`src/design/gbpe_pkg.sv`:
```
// Shared types and constants for the glyph bitmap pixel expander.
// No dependencies; imported by gbpe_emit and glyph_bitmap_pixel_expander.
`default_nettype none

package gbpe_pkg;

	localparam int BYTE_BITS       = 8;
	localparam int MAX_GLYPH_WIDTH = 128;
	// Width used for all glyph-width arithmetic: holds any width up to 256.
	localparam int WIDE_W          = 9;
	localparam int X_W             = 9;
	localparam int Y_W             = 10;
	localparam int SHADE_W         = 2;
	localparam int CFG_IDX_W       = 2;
	localparam int CFG_DATA_W      = 8;
	localparam logic [Y_W-1:0] ROW_MAX = {Y_W{1'b1}};

	typedef enum logic [CFG_IDX_W-1:0] {
		REG_ORIGIN_X    = 2'd0,
		REG_ORIGIN_Y    = 2'd1,
		REG_ROW_WIDTH   = 2'd2,
		REG_PIXEL_COLOR = 2'd3
	} cfg_reg_t;

	// One byte's work, ready for emission: the bits to draw (MSB is the
	// leftmost pixel), the screen column of the MSB, the row and the shade.
	typedef struct packed {
		logic [BYTE_BITS-1:0] mask;
		logic [X_W-1:0]       base_x;
		logic [Y_W-1:0]       pos_y;
		logic [SHADE_W-1:0]   shade;
	} gbpe_item_t;

endpackage

`default_nettype wire

```
`src/design/gbpe_emit.sv`:
```
// Pixel emitter: holds one byte's pixel mask and sends one pixel word a cycle while out_ready allows.
// Depends on gbpe_pkg for the item struct and field widths.
`default_nettype none

module gbpe_emit (
	input  wire logic                       clk,
	input  wire logic                       arst_n,
	input  wire gbpe_pkg::gbpe_item_t       item,
	input  wire logic                       item_valid,
	output logic                            item_ready,
	output logic                            out_valid,
	input  wire logic                       out_ready,
	output logic [gbpe_pkg::X_W-1:0]        pixel_x,
	output logic [gbpe_pkg::Y_W-1:0]        pixel_y,
	output logic [gbpe_pkg::SHADE_W-1:0]    pixel_shade,
	output logic                            last_of_byte
);
	import gbpe_pkg::*;

	gbpe_item_t           item_s1;
	logic                 valid_s1;
	logic [2:0]           lead_idx;
	logic [BYTE_BITS-1:0] rest_mask;
	logic                 has_pixel;
	logic                 out_load;
	logic                 s1_done;

	logic                 out_valid_q;
	logic [X_W-1:0]       pixel_x_q;
	logic [Y_W-1:0]       pixel_y_q;
	logic [SHADE_W-1:0]   pixel_shade_q;
	logic                 last_of_byte_q;

	// Leftmost set bit; the loop runs from the right so the leftmost wins.
	always_comb begin
		lead_idx = 3'd0;
		for (int k = BYTE_BITS - 1; k >= 0; k--) begin
			if (item_s1.mask[BYTE_BITS-1-k]) begin
				lead_idx = 3'(k);
			end
		end
		rest_mask = item_s1.mask & ~(8'h80 >> lead_idx);
	end

	assign has_pixel  = |item_s1.mask;
	assign out_load   = valid_s1 && has_pixel && (!out_valid_q || out_ready);
	assign s1_done    = valid_s1 && (!has_pixel || (out_load && (rest_mask == '0)));
	assign item_ready = !valid_s1 || s1_done;

	always_ff @(posedge clk or negedge arst_n) begin
		if (!arst_n) begin
			valid_s1 <= 1'b0;
		end else if (item_valid && item_ready) begin
			valid_s1 <= 1'b1;
		end else if (s1_done) begin
			valid_s1 <= 1'b0;
		end
	end

	always_ff @(posedge clk) begin
		if (item_valid && item_ready) begin
			item_s1 <= item;
		end else if (out_load) begin
			item_s1.mask <= rest_mask;
		end
	end

	always_ff @(posedge clk or negedge arst_n) begin
		if (!arst_n) begin
			out_valid_q <= 1'b0;
		end else if (out_load) begin
			out_valid_q <= 1'b1;
		end else if (out_ready) begin
			out_valid_q <= 1'b0;
		end
	end

	always_ff @(posedge clk) begin
		if (out_load) begin
			pixel_x_q      <= item_s1.base_x + X_W'(lead_idx);
			pixel_y_q      <= item_s1.pos_y;
			pixel_shade_q  <= item_s1.shade;
			last_of_byte_q <= (rest_mask == '0);
		end
	end

	assign out_valid    = out_valid_q;
	assign pixel_x      = pixel_x_q;
	assign pixel_y      = pixel_y_q;
	assign pixel_shade  = pixel_shade_q;
	assign last_of_byte = last_of_byte_q;

endmodule

`default_nettype wire

```
`src/design/glyph_bitmap_pixel_expander.sv`:
```
// Glyph bitmap pixel expander, 1 bit per pixel. Feed the glyph one byte word
// at a time, MSB first = leftmost pixel; each set bit comes out as one pixel
// word (screen x, screen y, shade), with last_of_byte flagging the final pixel
// of its byte. A row ends when the column reaches row_width; the rest of that
// byte is dropped. A byte with last_byte set clears the position after its
// pixels. Rate: a byte word is taken every cycle as long as each byte carries
// at most one set pixel and out_ready stays high; otherwise a byte holds the
// emitter until its last pixel is sent, as the single output register sends
// one pixel a cycle while out_ready allows. Bytes with no set pixels produce
// nothing. Write the configuration registers only while idle. Depends on
// gbpe_pkg and gbpe_emit.
`default_nettype none

module glyph_bitmap_pixel_expander #(
	parameter int MAX_GLYPH_WIDTH = gbpe_pkg::MAX_GLYPH_WIDTH
) (
	input  wire logic                          clk,
	input  wire logic                          arst_n,
	// configuration write channel
	input  wire logic                          cfg_valid,
	output logic                               cfg_ready,
	input  wire logic [gbpe_pkg::CFG_IDX_W-1:0]  cfg_index,
	input  wire logic [gbpe_pkg::CFG_DATA_W-1:0] cfg_data,
	// bitmap byte words in
	input  wire logic                          in_valid,
	output logic                               in_ready,
	input  wire logic [gbpe_pkg::BYTE_BITS-1:0]  bitmap_byte,
	input  wire logic                          last_byte,
	// pixel words out
	output logic                               out_valid,
	input  wire logic                          out_ready,
	output logic [gbpe_pkg::X_W-1:0]           pixel_x,
	output logic [gbpe_pkg::Y_W-1:0]           pixel_y,
	output logic [gbpe_pkg::SHADE_W-1:0]       pixel_shade,
	output logic                               last_of_byte
);
	import gbpe_pkg::*;

	// Column counter holds 0 .. MAX_GLYPH_WIDTH-1.
	localparam int COL_W = $clog2(MAX_GLYPH_WIDTH);
	localparam logic [WIDE_W-1:0] WIDTH_LIMIT = WIDE_W'(MAX_GLYPH_WIDTH);

	logic [7:0]         origin_x_q;
	logic [7:0]         origin_y_q;
	logic [7:0]         row_width_q;
	logic [SHADE_W-1:0] pixel_color_q;

	logic [COL_W-1:0]   col_q;
	logic [Y_W-1:0]     row_q;

	logic [WIDE_W-1:0]  width_eff;
	logic [WIDE_W-1:0]  col_wide;
	logic [WIDE_W-1:0]  bits_left;
	logic [3:0]         bits_used;
	logic               row_wrap;
	logic [Y_W:0]       y_sum;
	gbpe_item_t         item;
	logic               in_take;

	assign cfg_ready = 1'b1;

	// Configuration registers
	always_ff @(posedge clk or negedge arst_n) begin
		if (!arst_n) begin
			origin_x_q    <= '0;
			origin_y_q    <= '0;
			row_width_q   <= 8'd8;
			pixel_color_q <= '0;
		end else if (cfg_valid && cfg_ready) begin
			unique case (cfg_reg_t'(cfg_index))
				REG_ORIGIN_X:    origin_x_q    <= cfg_data;
				REG_ORIGIN_Y:    origin_y_q    <= cfg_data;
				REG_ROW_WIDTH:   row_width_q   <= cfg_data;
				REG_PIXEL_COLOR: pixel_color_q <= cfg_data[SHADE_W-1:0];
				default: ;
			endcase
		end
	end

	// Width zero acts as one; widths above the limit clamp to it.
	always_comb begin
		width_eff = WIDE_W'(row_width_q);
		if (width_eff == '0) begin
			width_eff = WIDE_W'(1);
		end
		if (width_eff > WIDTH_LIMIT) begin
			width_eff = WIDTH_LIMIT;
		end
	end

	// Bits of this byte that fall inside the row. A column already at or past
	// the width still consumes one bit before the row wraps.
	always_comb begin
		col_wide  = WIDE_W'(col_q);
		bits_left = (width_eff > col_wide) ? (width_eff - col_wide) : WIDE_W'(1);
		row_wrap  = (bits_left <= WIDE_W'(BYTE_BITS));
		bits_used = row_wrap ? bits_left[3:0] : 4'(BYTE_BITS);
	end

	// Saturate the screen row at its top value.
	assign y_sum = (Y_W+1)'(origin_y_q) + (Y_W+1)'(row_q);

	always_comb begin
		item.mask   = bitmap_byte & ~(8'hFF >> bits_used);
		item.base_x = X_W'(origin_x_q) + X_W'(col_q);
		item.pos_y  = y_sum[Y_W] ? ROW_MAX : y_sum[Y_W-1:0];
		item.shade  = pixel_color_q;
	end

	assign in_take = in_valid && in_ready;

	// Position counters advance as each byte word is accepted.
	always_ff @(posedge clk or negedge arst_n) begin
		if (!arst_n) begin
			col_q <= '0;
			row_q <= '0;
		end else if (in_take) begin
			if (last_byte) begin
				col_q <= '0;
				row_q <= '0;
			end else if (row_wrap) begin
				col_q <= '0;
				if (row_q != ROW_MAX) begin
					row_q <= row_q + Y_W'(1);
				end
			end else begin
				col_q <= COL_W'(col_wide + WIDE_W'(BYTE_BITS));
			end
		end
	end

	gbpe_emit u_emit (
		.clk          (clk),
		.arst_n       (arst_n),
		.item         (item),
		.item_valid   (in_valid),
		.item_ready   (in_ready),
		.out_valid    (out_valid),
		.out_ready    (out_ready),
		.pixel_x      (pixel_x),
		.pixel_y      (pixel_y),
		.pixel_shade  (pixel_shade),
		.last_of_byte (last_of_byte)
	);

endmodule

`default_nettype wire

```
`config.mk`:
```
export PLATFORM = sky130hd
export DESIGN_NAME = glyph_bitmap_pixel_expander
export DESIGN_NICKNAME = d
export VERILOG_FILES = /design/src/design/gbpe_pkg.sv /design/src/design/gbpe_emit.sv /design/src/design/glyph_bitmap_pixel_expander.sv
export SDC_FILE = /design/constraint.sdc
export NUM_CORES = 1
export LEC_CHECK = 0
export ABC_AREA = 1
export BUFFER_PORTS_ARGS = -buffer_cell sky130_fd_sc_hd__clkbuf_2
export CAP_MARGIN = 40
export CORE_MARGIN = 2
export CORE_UTILIZATION = 47
export DETAILED_ROUTE_END_ITERATION = 6
export PLACE_DENSITY = 0.71
export SYNTH_ARGS = -nofsm -noshare
export SYNTH_HDL_FRONTEND = slang
export SYNTH_HIERARCHICAL = 1
export SYNTH_SLANG_ARGS = --single-unit
```
`constraint.sdc`:
```
create_clock -name clk -period 5.4 [get_ports clk]
set_input_delay 0.27 -clock clk [delete_from_list [all_inputs] [get_ports clk]]
set_output_delay 0.27 -clock clk [all_outputs]
set_load 0.02 [all_outputs]
```
==> impl_metrics.ini <==
[synthesis]
synth_compound_area_share_pct = 7.64
synth.area.top_cells = edfxtp_1 (30%), dfrtp_1 (20%), nand2_1 (10%)
yosys.area.top_type_share_pct = 30.0
netlist_area_um2 = 5110
ys.flop_type = edfxtp_1
synth-seq-cells = 93
ys_warn_count = 6
yosys.area_share.simple_pct = 23.8
synth_top_family_by_area = simple AND/OR/NAND/NOR gates
synthXorXnorAreaFrac_pct = 3.60
synth_mux_area_share_pct = 0
synth-edff-count = 51
synthCells = 572
yosysTopAreaCell = edfxtp_1
synthAdderAreaFrac_pct = 6.42
ys_seq_area_share_pct = 50.6
syn_area_per_cell_um2 = 8.93
ys_types = 38
ys_async_sr_fraction_pct = 45.2

[run_status]
status = finished clean

[sta]
maxSlewViolCount = 0
setup_ws_ns = 2.24
tns_ns = 0
max_freq_mhz = 316
relSlewSlack_pct = 47.6
setup_violations = 0
fin_skew_ns = 0.0156
period_needed_ns = 3.16
period_share_pct = 58.6
hold_viol_final = 0
rsz0062_at_grt = false
tightest_slew_ns = 0.785

[floorplan]
core_um2 = 10700
start_util_pct = 47.7
fp.dieH_um = 108
rows = 38
io_pins = 49
die_area_um2 = 11700
fp.dieW_um = 108

[detailed_routing]
drt-total-wl_mm = 9.62
vias = 3738
drt-pass1-iter-count = 4
viasPerCell = 4.89
wl_per_cell_um = 12.6
antenna_left = 0
drc = 0
drtIter0Drc = 151

[power_and_ir_drop]
peakVddDrop_mv = 0.183
power.leakage_nw = 2.78
powerDensity_nw_per_um2 = 505

[grt]
grt.met1_usage_pct = 23.2
busiest_layer = met2
gr-usage-met3_pct = 2.41
grt_overflow = 0
met2_usage_pct = 30.4
antenna_found_initial = 0
grt_pass1_vias = 3736
grtUsageTotal_pct = 18.0
grt_max_degree = 29
grt_pass1_wl_mm = 16.5

[critical_path]
r2r_slack_ns = 2.24
worstRegToRegCells = 21
critical_path_required_ns = 5.52
critPathLaunch = row_width_q[2]
crit_path_end = u_emit/item_s1[26]
rr_startpoint = row_width_q[2]
cp.arrival_ns = 3.28
path_class = reg -> reg
r2r-end = u_emit/item_s1[26]
critPathMaxFanout = 8
endpoint_kind = flip-flop
critPathLaunchType = flip-flop

[placed_design]
io_buffer_count = 47
pre_cts_slack_ns = 2.27
place.gp.congestion = 0.871
hpwl_mm = 7.47
dpl_cell_area_um2 = 5490

[clock_tree]
cts_hold_buf = 1
clkTransAtPathRegs_ns = 0.09
htree_levels = 3
post-cts-setup-buffers = 0
cts_tree = yes
cts_buffers = 9
root_buffer = clkbuf_8
ctsResizeCount = 0
max-clock-path-buffers = 2
clock-sinks = 93
clkLatencyLatePin_ns = 0.37

[final_layout]
area_growth_pct = 11.7
insertedDiodeCount = 0
fill_cells = 997
mostFrequentLayoutCells = nand2_1 (140), inv_1 (84), edfxtp_1 (51)
fin_nets = 669
final_common_cell = nand2_1
drive_gt1_share_pct = 17.1
fin_area_um2 = 5710

[flow_run]
max_cap_viol_count = 0

[hold_path]
hold_path_class = in -> reg
-- cell families after synthesis --
family | after synthesis
and+or+nand+nor | 262
buffers and inverters | 100
DFF | 93
AOI/OAI and AO/OA | 69
adders and majority gates | 25
xor gates and xnor gates | 21
other | 2
-- flip-flops by register name (all words and copies together) (netlist names) --
| signal | cells |
|---|---|
| u_emit/last_of_byte | 1 |
| u_emit/pixel_y | 10 |
| col_q | 4 |
| u_emit/pixel_x | 9 |
| u_emit/valid_s1 | 1 |
| row_q | 10 |
| origin_y_q | 8 |
| origin_x_q | 8 |
| row_width_q | 8 |
| u_emit/out_valid | 1 |
| u_emit/pixel_shade | 2 |
| pixel_color_q | 2 |
| u_emit/item_s1 | 29 |
-- layout make-up --
class / count / area [um2] / area share [%]
clock buffers: 9 / 124 / 2.17
multi-input cells: 380 / 2130 / 37.4
repair buffers: 50 / 280 / 4.91
clock inverters: 7 / 87.6 / 1.53
inverters: 86 / 323 / 5.66
well taps: 140 / 175 / 3.07
flip-flops and latches: 93 / 2580 / 45.3
-- routing by layer --
| metal | wire length (um) | part of all wire [%] | up-vias |
|---|---|---|---|
| li1 | - | - | 1941 |
| met1 | 4440 | 46 | 1714 |
| met2 | 4660 | 48 | 64 |
| met3 | 316 | 3.3 | 19 |
| met4 | 202 | 2.1 | 0 |
| met5 | 0 | 0 | - |
-- through the flow --
stage / hold WS (ns) / total power [mW] / instances / util (%)
6_report: 0.223 / 2.88 / 765 / 53.3
2_1_floorplan: -0.0256 / 2.10 / 573 / -
4_1_cts: 0.215 / 2.90 / 765 / 53.3
3_3_place_gp: 0.404 / 2.33 / 746 / 50.9
5_1_grt: 0.239 / 3.11 / 765 / 53.3
3_5_place_dp: 0.221 / 2.40 / 748 / 51.3
-- cells in the mapped netlist, types with 2 or more instances --
master / count
nand2_4: 4
xor2_1: 13
nand3_2: 10
nor2_2: 5
nand3_1: 34
edfxtp_1: 51
o21bai_1: 2
inv_2: 2
nand4_1: 9
clkbuf_1: 9
ha_1: 23
o21ai_0: 37
o21ai_1: 3
a21oi_1: 15
or2_2: 4
nor2_1: 37
nand2_2: 10
nand2_1: 140
buf_6: 2
inv_1: 84
nor3_1: 4
dfrtp_1: 41
fa_1: 2
a21boi_0: 6
buf_2: 2
o21ai_2: 2
xnor2_1: 8
nor2_4: 2
conb_1: 2
-- worst min-delay path by stage --
stage | from | endpoint | slack (ns) | cells after the start
after floorplan | arst_n | col_q[3] | -0.03 | 0
after global placement | u_emit/item_s1[0] | u_emit/pixel_shade[0] | 0.40 | 0
after detailed placement | arst_n | row_q[7] | 0.22 | 1
after CTS | cfg_data[5] | origin_x_q[5] | 0.22 | 3
after global routing | cfg_data[5] | origin_y_q[5] | 0.24 | 3
final | cfg_data[5] | origin_x_q[5] | 0.22 | 3
-- power by group --
group          leakage [nW]  switching [mW]  internal, mW
Combinational          1.65           0.792         0.419
Clock                 0.109           0.262         0.226
Sequential             1.03           0.144          1.04
Total                  2.78            1.20          1.68
-- critical path, cell delays in order (launching register included) --
cell and delay (ns):
dfrtp_1 0.45, nor2_1 0.11, nand2_1 0.10, o21ai_4 0.22, inv_1 0.10, nor2_1 0.10, ha_1 0.31, o21ai_0 0.17
nand2_1 0.08, or2_2 0.28, nand2_1 0.06, nand3_1 0.09, inv_1 0.06, nand2_1 0.08, nor2_4 0.12, nand3_1 0.07
nand2_1 0.19, nand3_1 0.10, nand2_1 0.07, inv_1 0.03, nand3_1 0.06, nand2_1 0.05
Note: power is estimated with default switching activity, not from simulation.
